===== src/hdl/bds_pkg.sv =====
package bds_pkg;

	localparam int MAX_OUT_WIDTH = 1024;
	localparam int IDX_W = $clog2(MAX_OUT_WIDTH);

	localparam int CH_W = 8;
	localparam int SUM_W = CH_W + 1;
	localparam int COL_W = 10;
	localparam int ROW_W = 11;
	localparam int CCNT_W = COL_W + 1;
	localparam int RCNT_W = ROW_W + 1;
	localparam int WIDTH_W = 12;
	localparam int HEIGHT_W = 13;

	localparam logic [WIDTH_W-1:0] W_MIN = WIDTH_W'(2);
	localparam logic [WIDTH_W-1:0] W_MAX = WIDTH_W'(2 * MAX_OUT_WIDTH);
	localparam logic [HEIGHT_W-1:0] H_MIN = HEIGHT_W'(2);
	localparam logic [HEIGHT_W-1:0] H_MAX = HEIGHT_W'(4096);
	localparam logic [WIDTH_W-1:0] W_RESET = WIDTH_W'(640);
	localparam logic [HEIGHT_W-1:0] H_RESET = HEIGHT_W'(480);

	localparam int CFG_IDX_W = 2;
	localparam int CFG_DATA_W = HEIGHT_W;
	localparam logic [CFG_IDX_W-1:0] CFG_IN_WIDTH = CFG_IDX_W'(0);
	localparam logic [CFG_IDX_W-1:0] CFG_IN_HEIGHT = CFG_IDX_W'(1);

	localparam int QUEUE_DEPTH = 4;
	localparam int QPTR_W = $clog2(QUEUE_DEPTH);
	localparam int QCNT_W = QPTR_W + 1;

	typedef struct packed {
		logic [SUM_W-1:0] b;
		logic [SUM_W-1:0] g;
		logic [SUM_W-1:0] r;
	} pair_t;

	// emit: odd row, read the line store and produce a result
	// otherwise: even row, store the pair sum
	typedef struct packed {
		logic             emit;
		logic [IDX_W-1:0] idx;
		logic [COL_W-1:0] col;
		logic [ROW_W-1:0] row;
		logic             last;
		pair_t            pair;
	} op_t;

endpackage


===== src/hdl/bds_queue.sv =====
module bds_queue (
	input  logic         clk,
	input  logic         arst_n,
	input  logic         push,
	input  bds_pkg::op_t push_op,
	output logic         full,
	input  logic         pop,
	output logic         head_valid,
	output bds_pkg::op_t head_op
);
	import bds_pkg::*;

	op_t               slots_q [QUEUE_DEPTH];
	logic [QPTR_W-1:0] wr_ptr_q;
	logic [QPTR_W-1:0] rd_ptr_q;
	logic [QCNT_W-1:0] count_q;

	assign full = (count_q == QCNT_W'(QUEUE_DEPTH));
	assign head_valid = (count_q != '0);
	assign head_op = slots_q[rd_ptr_q];

	always_ff @(posedge clk) begin
		if (push)
			slots_q[wr_ptr_q] <= push_op;
	end

	always_ff @(posedge clk or negedge arst_n) begin
		if (!arst_n) begin
			wr_ptr_q <= '0;
			rd_ptr_q <= '0;
			count_q <= '0;
		end else begin
			if (push)
				wr_ptr_q <= (wr_ptr_q == QPTR_W'(QUEUE_DEPTH - 1)) ? '0 : wr_ptr_q + QPTR_W'(1);
			if (pop)
				rd_ptr_q <= (rd_ptr_q == QPTR_W'(QUEUE_DEPTH - 1)) ? '0 : rd_ptr_q + QPTR_W'(1);
			if (push && !pop)
				count_q <= count_q + QCNT_W'(1);
			else if (pop && !push)
				count_q <= count_q - QCNT_W'(1);
		end
	end

endmodule


===== config.mk =====
export PLATFORM = sky130hd
export DESIGN_NAME = bds_queue
export DESIGN_NICKNAME = d
export VERILOG_FILES = /design/src/hdl/bds_pkg.sv /design/src/hdl/bds_queue.sv
export SDC_FILE = /design/constraint.sdc
export NUM_CORES = 1
export LEC_CHECK = 0
export ABC_CLOCK_PERIOD_IN_PS = 7100
export BUFFER_PORTS_ARGS = -buffer_cell sky130_fd_sc_hd__buf_2
export CORE_MARGIN = 10
export CORE_UTILIZATION = 48
export CTS_BUF_LIST = sky130_fd_sc_hd__clkbuf_16
export DETAILED_ROUTE_END_ITERATION = 6
export HOLD_SLACK_MARGIN = 0.08
export PLACE_DENSITY = 0.76
export SLEW_MARGIN = 20
export SYNTH_ARGS = -nofsm -noshare
export SYNTH_HDL_FRONTEND = slang
export SYNTH_SLANG_ARGS = --single-unit

===== constraint.sdc =====
create_clock -name clk -period 7.1 [get_ports clk]
set_input_delay 1.065 -clock clk [delete_from_list [all_inputs] [get_ports clk]]
set_output_delay 1.065 -clock clk [all_outputs]
set_load 0.05 [all_outputs]

==> results_dict.tcl, run 1 <==
set metrics [dict create \
    hold_violations 0 \
    combPwrFrac_pct 34.7 \
    drive_above_1_share_pct 45.51 \
    ir_drop_mv 0.2778 \
    outcome "finished clean" \
    clkTransAtPathRegs_ps 60 \
    worstMarginPinSlew_ps 946.5 \
    crit_chain "buf_4 -> mux4_1 -> buf_2" \
    grt.overflow.total 0 \
    dieArea_mm2 0.02497 \
    slew_headroom_pct 36.90 \
    setup_slack_ps 3166 \
    hold_class "in2async" \
    vias 4112 \
    critPathBufInv 2 \
    start_util_pct 48.88 \
    nFillCells 1329 \
    synth_area_per_cell_um2 26.05 \
    grt_pass1_vias 4571 \
    antenna_found_initial 2 \
    coreArea_mm2 0.01871 \
    yosysWarnings 0 \
    critical_path_class "reg2out" \
    worst_ep_required_time_ps 6030 \
    clock-sinks 247 \
    setup-tns-final_ps 0 \
    die_x_um 158.0 \
    power_leakage_nw 3.743 \
    fin_nets 563 \
    critPathLaunchType "flip-flop" \
    max_stage_delay_ps 780 \
    clock_power_share_pct 26.3 \
    holdBufCountCts 0 \
    place_inst 698 \
    grt_pass1_wl_um 25700 \
    max_freq_mhz 254.2 \
    clockBufferDepth 3 \
    crit_family "buffers and inverters" \
    drtAntennaViolNets 0 \
    final_core_util_pct 57.78 \
    clock_latency_ps 510 \
    drc 0 \
    post-place-ws_ps 3578 \
    cpMaxStageDelayCell "dfrtp_4" \
    vias_per_cell 5.505 \
    critPathCaptureType "output pin" \
    cts_root_buf "clkbuf_16" \
    min_period_ps 3934 \
    ios 126 \
    finalClockSkew_ps 10.77 \
    synthToLayoutAreaGrowth_pct 18.20 \
    grt_max_degree 61 \
    dr.first_iter.drc_count 249 \
    yosys_register_bits 247 \
    numCtsBuffers 26 \
    io_buffers 125 \
    internal-power_mw 3.253 \
    syn_nets 422 \
    ys_async_sr_fraction_pct 2.834 \
    power_density_mw_per_mm2 477.6 \
    yosysSeqAreaShare_pct 80.73 \
    synth_ff_type "edfxtp_1" \
    max_cap_violations 0 \
    rsz0062_at_grt "false" \
    dr.pass1.iters 4 \
    grt_util_all_layers_pct 13.36 \
    switching_share_pct 36.99 \
    cts_resized 0 \
    crit_start "rd_ptr_q[0]$_DFFE_PN0P_" \
    post_cts_buffers 0 \
    wirelength_um 16620 \
    h-tree-depth 1 \
    crit_fanout 34 \
    dpl.hpwl_um 9844 \
    synth_cell_types 20 \
    switchingPower_mw 1.909 \
    rows 50 \
    power_frac_seq_pct 39.0 \
    period_share_pct 55.41 \
    worstPathArrival_ps 2870 \
    reg2reg_from "wr_ptr_q[0]$_DFFE_PN0P_" \
    slew_viol_final 0 \
    wl_per_cell_um 22.25 \
    cts_tree "done" \
    syn_inst 351 \
    syn-cell-area_mm2 0.009144 \
    finalNonFillerCells 747 \
    synth_edf_count 240 \
    setup_violations 0 \
    die_y_um 158.0 \
    gp_congestion 0.6786 \
]
==> placed cells by master (no fill, tap or decap), drive strengths merged <==
cell,netlist,layout
and2,4,4
buf,13,127
bufinv,0,4
clkbuf,1,27
clkinv,0,12
clkinvlp,0,1
dfrtp,7,7
diode,0,1
edfxtp,240,240
fa,1,1
ha,6,6
inv,4,8
mux2,3,3
mux4,60,60
nand2,2,2
nor2,3,3
nor3b,1,1
o21ai,2,2
or3,1,1
xnor2,1,1
xor2,2,2
==> registers in the layout, indices dropped and copies added, names as in the netlist <==
signal and cells:
slots_q 240, wr_ptr_q 2, count_q 3, rd_ptr_q 2
==> cell usage after synthesis, types with 2 or more instances <==
cell type	n	area, µm²
buf_2	6	30.03
edfxtp_1	240	7207
xor2_1	2	17.52
o21ai_0	2	10.01
buf_12	6	120.1
ha_1	6	75.07
nand2_1	2	7.510
mux4_1	2	52.55
mux2_2	3	33.78
dfrtp_1	7	175.2
mux4_2	58	1306
and2_1	4	25.02
inv_1	4	15.01
nor2_1	3	11.26
==> cell families (layout without fill, tap and decap cells) <==
family	after synthesis	count (layout)	share of synthesized area, %
DFF	247	247	80.73
muxes	63	63	15.23
buffers and inverters	18	179	1.970
and+or+nand+nor	11	11	0.6295
adders and majority gates	7	7	1.040
xor gates and xnor gates	3	3	0.2874
AOI/OAI and AO/OA	2	2	0.1095
other	0	1	0
==> power groups by stage <==
stage	combinational, mW	sequential, mW	clock [mW]
finish	1.79	2.01	1.36
CTS	1.83	2.02	1.39
global placement	1.81	2.03	0
global route	1.89	2.05	1.45
detailed placement	1.83	2.05	0
floorplan	1.58	1.95	0
==> path summary, 6_finish.rpt <==
check,endpoint,slack [ps],cells after the start
max,head_op[51],3170,3
min in group clk,count_q[2]$_DFFE_PN0P_,500,1
max in group asynchronous,rd_ptr_q[0]$_DFFE_PN0P_,6540,1
max reg2reg,slots_q[2][15]$_DFFE_PP_,5240,3
min,count_q[1]$_DFFE_PN0P_,380,1
min reg2reg,count_q[2]$_DFFE_PN0P_,500,1
==> per-stage QoR <==
stage	hold slack (ps)	area (µm²)	power, mW
detailed placement	478.4	9927	3.877
global placement	466.3	9927	3.841
finish	384.1	10810	5.162
global route	375.5	10810	5.384
floorplan	449.1	9144	3.528
CTS	364.2	10810	5.246
==> area by class of cell <==
class	count	area (µm²)	share of cell area, %
multi-input combinational	86	1592	14.73
clock inverter	21	202.7	1.875
tap	234	292.8	2.709
inverter	4	15.01	0.1389
sequential	247	7387	68.35
antenna	1	2.502	0.02315
timing repair buffer	127	640.6	5.927
clock buffer	27	675.6	6.251
==> per-layer routing <==
metal / up-vias / global-route usage, % / wire, µm
li1: 1781 / - / -
met4: 2 / 3.970 / 369
met2: 141 / 22.88 / 8555
met3: 33 / 3.338 / 1192
met5: - / 0 / 7
met1: 2155 / 16.46 / 6496
No activity file was read; power rests on OpenSTA's default activity.
==> inputs of run 2 (changes only) <==
--- a/config.mk
+++ b/config.mk
@@ -5,7 +5,7 @@
 export SDC_FILE = /design/constraint.sdc
 export NUM_CORES = 1
 export LEC_CHECK = 0
-export ABC_CLOCK_PERIOD_IN_PS = 7100
+export ABC_CLOCK_PERIOD_IN_PS = 3800
 export BUFFER_PORTS_ARGS = -buffer_cell sky130_fd_sc_hd__buf_2
 export CORE_MARGIN = 10
 export CORE_UTILIZATION = 48
==> constraint.sdc (replaced) <==
create_clock -name clk -period 3.8 [get_ports clk]
set_input_delay 0.57 -clock clk [delete_from_list [all_inputs] [get_ports clk]]
set_output_delay 0.57 -clock clk [all_outputs]
set_load 0.05 [all_outputs]
==> run 2 against run 1 <==
Count of clock-buffer cells in the layout decreased by 2. Non-clock buffer count increased by 2. Utilization decreased by 0.27 points. Cell count decreased by 0.27%. Global-route usage about the same. Combinational power increased by 89%. Routed wire length decreased by 1.4%.
==> results_dict.tcl, run 2 (synthesis gave the netlist of run 1 again) <==
set metrics [dict create \
    outcome "finished clean" \
    gp_congestion 0.6954 \
    clock-sinks 247 \
    fin_nets 563 \
    reg_top3 "slots_q: 240 flops, count_q: 3 flops" \
    die_x_um 158.0 \
    coreArea_mm2 0.01871 \
    antenna_found_initial 1 \
    max_freq_mhz 332.9 \
    ios 126 \
    critical_path_class "reg2out" \
    dieArea_mm2 0.02497 \
    power_leakage_nw 3.723 \
    drc 0 \
    grt.overflow.total 0 \
    hold_violations 0 \
    start_util_pct 48.88 \
    power_density_mw_per_mm2 880.2 \
    max_cap_violations 0 \
    wl_per_cell_um 21.99 \
    grt_pass1_vias 4521 \
    vias_per_cell 5.349 \
    min_period_ps 3004 \
    worst_ep_required_time_ps 3230 \
    critPathCaptureType "output pin" \
    dr.pass1.iters 4 \
    synthToLayoutAreaGrowth_pct 17.64 \
    die_y_um 158.0 \
    reg2reg_from "wr_ptr_q[0]$_DFFE_PN0P_" \
    numCtsBuffers 24 \
    clock_latency_ps 500 \
    worstMarginPinSlew_ps 962.9 \
    io_buffers 125 \
    rows 50 \
    max_stage_delay_ps 700 \
    hold_end "slots_q[1][40]$_DFFE_PP_" \
    crit_family "flip-flops" \
    wirelength_um 16380 \
    nFillCells 1337 \
    layout_commonest_cell "edfxtp_1" \
    worstPathArrival_ps 2430 \
    critPathLaunchType "flip-flop" \
    finalClockSkew_ps 8.366 \
    hold_class "in2reg" \
    drtAntennaViolNets 0 \
    top_register "slots_q" \
    setup-tns-final_ps 0 \
    h-tree-depth 1 \
    cts_root_buf "clkbuf_16" \
    cts_resized 0 \
    dpl.hpwl_um 9872 \
    rsz0062_at_grt "false" \
    cpMaxStageDelayCell "dfrtp_4" \
    slew_headroom_pct 35.80 \
    grt_max_degree 61 \
    min_from "push_op[40]" \
    reg2reg_setup_slack_ps 1950 \
    rr_worst_depth 3 \
    critPathBufInv 2 \
    finalPower_mw 9.468 \
    drive_above_1_share_pct 45.10 \
    vias 3985 \
    setup_violations 0 \
    largest_register_ff_count 240 \
    grt_util_all_layers_pct 13.33 \
    ir_drop_mv 0.5474 \
    crit_fanout 23 \
    grt_pass1_wl_um 25560 \
    final_cell_mix "240 x edfxtp_1, 125 x buf_2, 58 x mux4_2, 25 x clkbuf_16, 8 x inv_1" \
    dr.first_iter.drc_count 195 \
    cts_tree "done" \
    clockBufferDepth 3 \
    crit_chain "buf_4 -> mux4_2 -> buf_2" \
    slew_viol_final 0 \
    hold_depth 1 \
    period_share_pct 79.06 \
    worstReg2RegEnd "slots_q[2][19]$_DFFE_PP_" \
    clkTransAtPathRegs_ps 60 \
]
-- run 2: per-layer routing --
layer	vias up	share of wire, %	GRT usage, %
met5	-	0	0
li1	1786	-	-
met2	116	51	23.00
met1	2057	40	15.89
met3	26	7.2	3.989
met4	0	2.0	3.838
-- run 2: worst max-delay path by stage --
stage                                        from                       to  slack [ps]  cells past startpoint
after floorplan           wr_ptr_q[0]$_DFFE_PN0P_  slots_q[0][0]$_DFFE_PP_        1340                      3
after global placement    rd_ptr_q[0]$_DFFE_PN0P_              head_op[19]        1270                      3
after detailed placement  rd_ptr_q[0]$_DFFE_PN0P_              head_op[19]        1280                      3
after CTS                 rd_ptr_q[0]$_DFFE_PN0P_              head_op[19]         730                      3
after global routing      rd_ptr_q[0]$_DFFE_PN0P_              head_op[11]         620                      3
final                     rd_ptr_q[0]$_DFFE_PN0P_              head_op[19]         800                      3
-- run 2: through the flow --
step	instance area (µm²)	utilization (%)	cells	worst slack (ps)	hold slack [ps]
floorplan	9144	-	351	1336	274.4
finish	10760	57.50	745	795.9	274.4
CTS	10750	57.49	744	729.4	251.1
global route	10760	57.50	745	622.9	258.0
detailed placement	9960	53.24	699	1281	419.8
global placement	9960	53.24	699	1271	409.0
-- run 2: power breakdown --
group	switching, mW	total (mW)	internal [mW]	leakage [nW]
registers	0.262	3.77	3.50	2.29
logic	2.32	3.38	1.05	1.03
clock network	0.937	2.33	1.39	0.407
-- run 2: final cells by class --
cell class	count	area (µm²)	share of cell area [%]
inverters	4	15.01	0.1396
diodes	1	2.502	0.02326
flip-flops and latches	247	7387	68.67
multi-input cells	86	1592	14.80
clock inverters	19	158.9	1.477
repair buffers	129	683.2	6.351
clock buffers	25	625.6	5.816
well taps	234	292.8	2.722
-- run 2: what timing repair did --
item	in CTS	in global routing
hold endpoints to repair	7	0
setup buffers	0	0
hold buffers	1	0
-- run 2: worst reg2reg max path, delay by kind of cell (launching register included) --
| family | cells | cell delay (ps) |
|---|---|---|
| AND/OR/NAND/NOR | 1 | 760 |
| buffers and inverters | 1 | 110 |
| flip-flops | 1 | 420 |
| adder cells (fa/ha/maj) | 1 | 150 |
