[config.mk]
export PLATFORM = sky130hd
export DESIGN_NAME = bds_front
export DESIGN_NICKNAME = d
export VERILOG_FILES = /design/src/hdl/bds_pkg.sv /design/src/hdl/bds_front.sv
export SDC_FILE = /design/constraint.sdc
export NUM_CORES = 1
export LEC_CHECK = 0
export ABC_AREA = 1
export BUFFER_PORTS_ARGS = -buffer_cell sky130_fd_sc_hd__buf_4
export CAP_MARGIN = 25
export CORE_MARGIN = 1
export CORE_UTILIZATION = 41
export DETAILED_ROUTE_END_ITERATION = 7
export GPL_TIMING_DRIVEN = 0
export PLACE_DENSITY_LB_ADDON = 0.3
export SYNTH_ARGS = -nofsm -noshare
export SYNTH_HDL_FRONTEND = slang
export SYNTH_SLANG_ARGS = --single-unit
export TNS_END_PERCENT = 1
[constraint.sdc]
create_clock -name clk -period 3.6 [get_ports clk]
set_input_delay 0.18 -clock clk [delete_from_list [all_inputs] [get_ports clk]]
set_output_delay 0.18 -clock clk [all_outputs]
set_load 0.005 [all_outputs]
[src/hdl/bds_pkg.sv]
package bds_pkg;

	localparam int MAX_OUT_WIDTH = 1024;
	localparam int IDX_W = $clog2(MAX_OUT_WIDTH);

	localparam int CH_W = 8;
	localparam int SUM_W = CH_W + 1;
	localparam int COL_W = 10;
	localparam int ROW_W = 11;
	localparam int CCNT_W = COL_W + 1;
	localparam int RCNT_W = ROW_W + 1;
	localparam int WIDTH_W = 12;
	localparam int HEIGHT_W = 13;

	localparam logic [WIDTH_W-1:0] W_MIN = WIDTH_W'(2);
	localparam logic [WIDTH_W-1:0] W_MAX = WIDTH_W'(2 * MAX_OUT_WIDTH);
	localparam logic [HEIGHT_W-1:0] H_MIN = HEIGHT_W'(2);
	localparam logic [HEIGHT_W-1:0] H_MAX = HEIGHT_W'(4096);
	localparam logic [WIDTH_W-1:0] W_RESET = WIDTH_W'(640);
	localparam logic [HEIGHT_W-1:0] H_RESET = HEIGHT_W'(480);

	localparam int CFG_IDX_W = 2;
	localparam int CFG_DATA_W = HEIGHT_W;
	localparam logic [CFG_IDX_W-1:0] CFG_IN_WIDTH = CFG_IDX_W'(0);
	localparam logic [CFG_IDX_W-1:0] CFG_IN_HEIGHT = CFG_IDX_W'(1);

	localparam int QUEUE_DEPTH = 4;
	localparam int QPTR_W = $clog2(QUEUE_DEPTH);
	localparam int QCNT_W = QPTR_W + 1;

	typedef struct packed {
		logic [SUM_W-1:0] b;
		logic [SUM_W-1:0] g;
		logic [SUM_W-1:0] r;
	} pair_t;

	// emit: odd row, read the line store and produce a result
	// otherwise: even row, store the pair sum
	typedef struct packed {
		logic             emit;
		logic [IDX_W-1:0] idx;
		logic [COL_W-1:0] col;
		logic [ROW_W-1:0] row;
		logic             last;
		pair_t            pair;
	} op_t;

endpackage

[src/hdl/bds_front.sv]
module bds_front (
	input  logic                          clk,
	input  logic                          arst_n,
	input  logic                          cfg_valid,
	output logic                          cfg_ready,
	input  logic [bds_pkg::CFG_IDX_W-1:0]  cfg_index,
	input  logic [bds_pkg::CFG_DATA_W-1:0] cfg_data,
	input  logic                          in_valid,
	output logic                          in_ready,
	input  logic [bds_pkg::CH_W-1:0]       in_red,
	input  logic [bds_pkg::CH_W-1:0]       in_green,
	input  logic [bds_pkg::CH_W-1:0]       in_blue,
	input  logic                          q_full,
	output logic                          push,
	output bds_pkg::op_t                  push_op
);
	import bds_pkg::*;

	logic [WIDTH_W-1:0]  width_q;
	logic [HEIGHT_W-1:0] height_q;
	logic [CCNT_W-1:0]   col_q;
	logic [RCNT_W-1:0]   row_q;
	pair_t               held_q;

	logic [WIDTH_W-1:0]  w_eff;
	logic [HEIGHT_W-1:0] h_eff;
	logic [WIDTH_W-2:0]  out_w;
	logic [HEIGHT_W-2:0] out_h;
	logic [COL_W-1:0]    oc;
	logic [ROW_W-1:0]    orow;
	logic                in_block;
	logic                in_fire;
	logic                col_end;
	logic                row_end;
	pair_t               pix;
	pair_t               pair_sum;

	assign cfg_ready = 1'b1;
	assign in_ready = !q_full;
	assign in_fire = in_valid && in_ready;

	always_comb begin
		if (width_q < W_MIN)
			w_eff = W_MIN;
		else if (width_q > W_MAX)
			w_eff = W_MAX;
		else
			w_eff = width_q;
		if (height_q < H_MIN)
			h_eff = H_MIN;
		else if (height_q > H_MAX)
			h_eff = H_MAX;
		else
			h_eff = height_q;
	end

	assign out_w = w_eff[WIDTH_W-1:1];
	assign out_h = h_eff[HEIGHT_W-1:1];
	assign oc = col_q[CCNT_W-1:1];
	assign orow = row_q[RCNT_W-1:1];
	assign in_block = ((WIDTH_W-1)'(oc) < out_w) && ((HEIGHT_W-1)'(orow) < out_h);
	assign col_end = (WIDTH_W'(col_q) + WIDTH_W'(1)) >= w_eff;
	assign row_end = (HEIGHT_W'(row_q) + HEIGHT_W'(1)) >= h_eff;

	assign pix.r = SUM_W'(in_red);
	assign pix.g = SUM_W'(in_green);
	assign pix.b = SUM_W'(in_blue);
	assign pair_sum.r = held_q.r + pix.r;
	assign pair_sum.g = held_q.g + pix.g;
	assign pair_sum.b = held_q.b + pix.b;

	// a pair completes on the odd column of a block
	assign push = in_fire && in_block && col_q[0];

	always_comb begin
		push_op.emit = row_q[0];
		push_op.idx = (int'(oc) >= MAX_OUT_WIDTH) ? IDX_W'(MAX_OUT_WIDTH - 1) : IDX_W'(oc);
		push_op.col = oc;
		push_op.row = orow;
		push_op.last = (((WIDTH_W-1)'(oc) + (WIDTH_W-1)'(1)) == out_w)
			&& (((HEIGHT_W-1)'(orow) + (HEIGHT_W-1)'(1)) == out_h);
		push_op.pair = pair_sum;
	end

	always_ff @(posedge clk or negedge arst_n) begin
		if (!arst_n) begin
			width_q <= W_RESET;
			height_q <= H_RESET;
			col_q <= '0;
			row_q <= '0;
			held_q <= '0;
		end else begin
			if (cfg_valid && cfg_ready) begin
				unique case (cfg_index)
					CFG_IN_WIDTH: width_q <= cfg_data[WIDTH_W-1:0];
					CFG_IN_HEIGHT: height_q <= cfg_data[HEIGHT_W-1:0];
					default: ;
				endcase
			end
			if (in_fire) begin
				if (in_block && !col_q[0])
					held_q <= pix;
				if (col_end) begin
					col_q <= '0;
					if (row_end)
						row_q <= '0;
					else
						row_q <= row_q + RCNT_W'(1);
				end else begin
					col_q <= col_q + CCNT_W'(1);
				end
			end
		end
	end

endmodule

==> summary.txt, run 1 <==
Clock network
  • Clk root buf: clkbuf_16
  • Clock latency on the worst-skew pair: 350 ps
  • Cts repair resizes: 0
  • CTS HTree Levels: 3
  • Clock Path Buffers: 2
  • CTS tree: built
  • CTS buffer count: 9
  • Clk sinks: slightly above 70
  • Clk pin slew, worst setup/hold paths: about 60 ps

Detailed routing
  • Top sig layer: met4
  • Detailed Route WL: 15500 um
  • Routed length on met3: 613 um
  • Remaining routing DRC violations: 0
  • DR WL/cell: roughly 13 um
  • WL met2: 7030 um
  • M1 WL: around 7700 um
  • Post-route ant nets: 0
  • 1st-pass router iterations: 5
  • Vias/cell: 4.96
  • Drt first-iter violations: 324
  • Routed via count: around 6000

Setup path
  • CP required: 3840 ps
  • R2R setup slack: 410 ps
  • Worst reg2reg endpoint: row_q[10]
  • Startpoint type of the worst setup path: flop
  • Worst reg2reg path depth: 15
  • CP Launch Point: row_q[0]
  • Launch point of the worst reg-to-reg path: row_q[0]
  • Crit path max fanout: 10
  • Critical path class: flop to flop
  • Critical path capture point: row_q[10]
  • Worst path arrival time: 3430 ps
  • Crit. End Element: flop

Synthesis
  • Post-Synth Adder-Cell Area: 15.5%
  • Compound-Gate Fraction of Synth Area: around a tenth
  • Ys flop type: dfrtp_1
  • Synthesis-stage register bit count: 72
  • Post-Syn Instances: 893
  • Ys Warns: 0
  • Post-synth design cell area: around 6400 um^2
  • Largest family of logic cells by synthesized area: simple AND/OR/NAND/NOR gates
  • Multiplexer area fraction after synthesis: 0%
  • Asr flop ratio synth: 100%
  • XOR/XNOR share of the synthesized area: under 10%
  • Synth cell types: 39
  • Register area share after synthesis: between 20% and 30%
  • Simple-gate area share of the yosys netlist: around 29%
  • Mean Syn Cell Area: approximately 7 um^2
  • Post-synthesis net count: 1014
  • Post-synth EDFFs: 0

Floorplanning
  • Die area: ~16000 um^2
  • Cell Rows: 45
  • Die Ht: 127 um
  • Starting Density: 41.9%
  • Placeable Area: 15200 um^2
  • Die Span X: between 100 and 150 um
  • I/O pin count: 107

STA
  • Final setup vio count: 0
  • Relative slew slack: 62.6%
  • Hold WS: approximately 80 ps
  • Fin. Hold Viols: 0
  • Final Max Slew Viols: 0
  • FMAX: 313 MHz
  • Final Skew: 6.89 ps
  • Worst Tran Pin Value: 561 ps
  • Period minus WS final: 3190 ps
  • Part of the cycle the worst path needs: 88.6%
  • RSZ-0062 raised after global routing: no
  • Setup tns final: 0 ps

Layout
  • Post-layout instance area: 7770 um^2
  • Filler instances: 1513
  • Nets: 1132
  • Antenna diodes: 0
  • Layout cells sized above 1: 18.0%
  • Synthesis-to-layout area growth: 22.0%
  • Multi-input gate area: 3830 um^2
  • Post-Layout Cell Count: about 1200
  • Sequential Area: 1810 um^2

Power and ir drop
  • Tot Pwr: 5.68 mW
  • Power Density: 731 nW/um^2
  • Peak VDD IR: around 0.28 mV
  • Lkg Pwr: 4.22 nW

Global routing
  • GRT overflow: 0
  • Pin count of the biggest net entering global routing: 73
  • First-pass GRT wire length: about 26000 um
  • Vias in the first global route: 5416
  • Gr usage total: around a fifth
  • Initial antenna violation count: 0

Job
  • Max Cap Viol: 0

Place
  • Area after DPL: 7390 um^2
  • Placed insts: 1186
  • PortBufs: 105
  • Routability Congestion: 0.866
  • Detailed placer's ending HPWL: ~12000 um

Outcome
  • Status: complete, no violations

Hold path
  • HP Class: input port to flop
==> placed cells by master, fill, tap and decap left out, types with 3 or more instances in the layout <==
cell type,Yosys,layout
fa_1,3,3
ha_1,74,74
nand2_2,6,6
clkbuf_1,10,11
nand4_1,37,37
nand3_2,3,3
clkbuf_16,0,9
a21oi_1,46,46
buf_6,3,3
nand3_1,39,39
nand2_1,255,255
o21ai_0,53,53
buf_2,4,4
xnor2_1,5,5
nand3b_1,4,4
o22ai_1,9,9
dfstp_2,6,6
xor2_1,35,35
buf_4,24,129
dfrtp_1,66,66
nor2_2,5,5
inv_1,116,116
o211ai_1,3,3
nor3_1,4,4
nor2_1,63,63
bufinv_16,0,3
==> worst min path at each step <==
stage / depth (start not counted) / start / endpoint
after global placement: 1 / arst_n / row_q[11]
after CTS: 1 / arst_n / col_q[9]
final: 3 / cfg_data[12] / height_q[12]
after floorplan: 0 / arst_n / col_q[0]
after detailed placement: 1 / arst_n / col_q[10]
after global routing: 3 / cfg_data[6] / height_q[6]
==> cells by family (layout without fill, tap and decap cells) <==
| logic type | after synthesis | after routing |
|---|---|---|
| buffers and inverters | 162 | 285 |
| xor gates and xnor gates | 40 | 40 |
| adders and majority gates | 77 | 77 |
| and+or+nand+nor | 424 | 424 |
| DFF | 72 | 72 |
| other | 1 | 1 |
| AOI/OAI and AO/OA | 117 | 117 |
==> stage by stage <==
| stage | utilization [%] | setup slack (ps) |
|---|---|---|
| final | 51.1 | 410 |
| after floorplan | - | 950 |
| after global placement | 48.6 | 477 |
| after CTS | 50.9 | 393 |
| after detailed placement | 48.6 | 416 |
| after global routing | 51.1 | 31.9 |
==> power by group <==
part	internal, mW	switching (mW)
combinational	1.54	1.74
clock	0.676	0.362
sequential	1.06	0.304
total	3.28	2.40
==> cells in the mapped netlist, drive strengths merged (2+ instances only) <==
library cell,instances,area share (%)
ha,74,15
xnor2,5,0.69
o22ai,9,0.88
fa,3,0.94
a21oi,46,3.6
o21ai,55,4.4
nand4,37,3.6
nand2,261,16
nand3b,4,0.47
nor3,4,0.31
nand3,44,4.1
dfrtp,66,26
nor2,71,4.9
buf,33,3.8
o21a,2,0.26
inv,119,7.1
clkbuf,10,0.59
xor2,35,4.8
o211ai,3,0.35
dfstp,6,2.5
==> area by class of cell <==
type                       count  share of cell area [%]
clock inverter                 6                    1.40
sequential                    72                    23.3
inverter                     119                    5.78
tap                          188                    3.03
timing repair buffer         107                    10.6
clock buffer                  10                    2.95
multi-input combinational    659                    49.3
buffer                        43                    3.59
==> worst max-delay path, stage by stage (launching register included) <==
cell and delay (ps):
dfrtp_1 550, ha_1 260, nand3_1 130, nor2_1 250
nand3_1 160, xor2_1 210, inv_1 60, ha_1 320
inv_1 50, nor3_1 230, nand3_1 110, nand3b_1 150
clkbuf_1 390, nor2_1 80, nand2_1 70, nand2_1 50
==> metal layers <==
metal  GRT usage [%]  up-vias
li1                -     3128
met1            29.0     2707
met2            32.1      117
met3            3.21       15
met4            5.39        0
met5               0        -
==> timing repair <==
| action | CTS | global route |
|---|---|---|
| endpoints found under the hold margin | 0 | 11 |
| hold buffers | 0 | 1 |
| buffers inserted | 0 | 0 |
| setup endpoints to repair | 0 | 0 |
==> state kept, by name, indices dropped and copies added (netlist names) <==
register  cells
col_q        11
height_q     13
held_q       24
row_q        12
width_q      12
Note: power is estimated with default switching activity, not from simulation.
==> inputs of run 2 (changes only) <==
BUFFER_PORTS_ARGS = default   (was -buffer_cell sky130_fd_sc_hd__buf_4)
DONT_BUFFER_PORTS = 1   (was default)
==> summary.txt, run 2 (synthesis results as in run 1) <==
Clock network
  • CTS HTree Levels: 3
  • Clk root buf: clkbuf_16
  • Cts repair resizes: 0
  • CTS buffer count: 9
  • Clk sinks: between 70 and 80
  • Clock Path Buffers: 2
  • CTS tree: built
  • Clk pin slew, worst setup/hold paths: 60 ps
  • Clock latency on the worst-skew pair: about 350 ps
  • Postcts setup bufs: 0

Layout
  • Commonest non-fill, non-tap cell in the layout: nand2_1
  • Biggest register: held_q
  • Antenna diodes: 0
  • Nets: around 1100
  • Biggest regs: held_q: 24 flops, height_q: 13 flops
  • Post-layout instance area: 7230 um^2
  • Layout cells sized above 1: 8.31%
  • Most frequent cells in the layout: nand2_1, inv_1, ha_1
  • Final core utilization: between 40 and 50%
  • Max reg flops: 24
  • Synthesis-to-layout area growth: 13.5%

Global routing
  • Initial antenna violation count: 0
  • Vias in the first global route: 5438
  • Pin count of the biggest net entering global routing: 73
  • Routing usage on met2: 34.2%
  • Gr usage total: 20.9%
  • Top Usage Layer GRT: met2
  • M1 GR Usage: 28.6%
  • Met3 usage: 3.37%
  • GRT overflow: 0
  • First-pass GRT wire length: roughly 27000 um

Floorplanning
  • Placeable Area: 15200 um^2
  • Cell Rows: between 40 and 50
  • Starting Density: 41.9%
  • Die Ht: 127 um
  • Die area: 16000 um^2
  • Die Span X: 127 um
  • I/O pin count: 107

Detailed routing
  • 1st-pass router iterations: 5
  • Remaining routing DRC violations: 0
  • Detailed Route WL: 15800 um
  • DR WL/cell: about 14 um
  • Vias/cell: 5.08
  • Drt first-iter violations: 288
  • Post-route ant nets: 0
  • Routed via count: approximately 5700

Power and ir drop
  • Switch Pwr: 2.33 mW
  • Sequential share of power: between 20% and 30%
  • Peak VDD IR: 0.361 mV
  • Power Density: about 700 nW/um^2
  • Internal power: ~2.7 mW
  • Clock network power share: 18.1%
  • Combinational share of power: 54.6%
  • Lkg Pwr: 3.78 nW
  • Switching share of total power: 46.3%
  • Tot Pwr: 5.04 mW

STA
  • Part of the cycle the worst path needs: between 80% and 90%
  • Fin. Hold Viols: 0
  • Final Skew: about 7.5 ps
  • Worst Tran Pin Value: between 500 and 600 ps
  • Relative slew slack: 65.1%
  • Setup tns final: 0 ps
  • Hold WS: 4.99 ps
  • FMAX: ~320 MHz
  • Final Max Slew Viols: 0
  • RSZ-0062 raised after global routing: no
  • Period minus WS final: 3090 ps
  • Final setup vio count: 0

Hold path
  • HP Class: input port to flop

Job
  • Max Cap Viol: 0

Place
  • Area after DPL: roughly 6600 um^2
  • Routability Congestion: a little over 0.8
  • PortBufs: 0
  • Detailed placer's ending HPWL: approximately 12000 um

Setup path
  • Critical path class: flop to flop
  • CP required: 3840 ps
  • Crit path max fanout: 10
  • Worst path arrival time: between 3000 and 4000 ps
  • Startpoint type of the worst setup path: flop
  • Crit. End Element: flop

Outcome
  • Status: complete, no violations
run 2: cell count changes in the layout (fill, tap and decap cells not counted), sizes merged:
cell,before,now
buf,139,34
bufinv,3,1
clkbuf,20,19
clkinv,3,0
clkinvlp,0,4
dlygate4sd3,1,30
inv,119,120
run 2: final timing paths:
| check | startpoint | end | slack [ps] | depth (start not counted) |
|---|---|---|---|---|
| worst max-delay path | col_q[0] | row_q[8] | 510 | 14 |
| worst min-delay path | cfg_data[1] | width_q[1] | 5 | 2 |
| worst max register to register | col_q[0] | row_q[8] | 510 | 14 |
| worst min register to register | held_q[24] | held_q[24] | 480 | 2 |
| max in group asynchronous | arst_n | height_q[5] | 2860 | 2 |
| min in group asynchronous | arst_n | col_q[9] | 390 | 2 |
run 2: critical path: stages (launching register included):
cell and delay (ps):
dfrtp_1 460, inv_1 260, buf_2 280, buf_1 430
nor2_1 110, ha_1 340, a21oi_1 140, o21ai_0 100
nor2_1 180, nand2_1 90, nand2_1 170, inv_1 100
buf_2 190, nand2_1 80, nand2_1 50
run 2: power by group through the flow:
stage	Sequential [mW]	Clock (mW)	Combinational, mW
floorplan	1.28	0	2.19
global placement	1.39	0	2.65
detailed placement	1.39	0	2.70
CTS	1.38	0.935	2.76
global route	1.42	0.960	3.17
finish	1.38	0.914	2.75
run 2: what timing repair did:
action,in CTS,in global routing
hold buffers,31,0
endpoints found under the hold margin,102,0
setup endpoints to repair,0,10
run 2: layer usage:
metal	routed length (um)	part of all wire [%]	vias up
met5	0	0	-
met4	202	1.3	0
met3	570	3.6	16
met2	7250	46	108
met1	7730	49	2629
li1	-	-	2968
run 2: through the flow:
stage | std cells | setup WS [ps]
2_1_floorplan | 893 | 950
3_3_place_gp | 1081 | 442
3_5_place_dp | 1081 | 408
4_1_cts | 1128 | 398
5_1_grt | 1127 | 36.6
6_report | 1127 | 509
run 2: cell type report:
type | count | area, um^2
inverter | 119 | 449
buffer | 42 | 275
clock inverter | 6 | 68.8
sequential | 72 | 1810
tap | 188 | 235
timing repair buffer | 31 | 328
multi-input combinational | 659 | 3830
clock buffer | 10 | 229
fill | 1540 | 7980
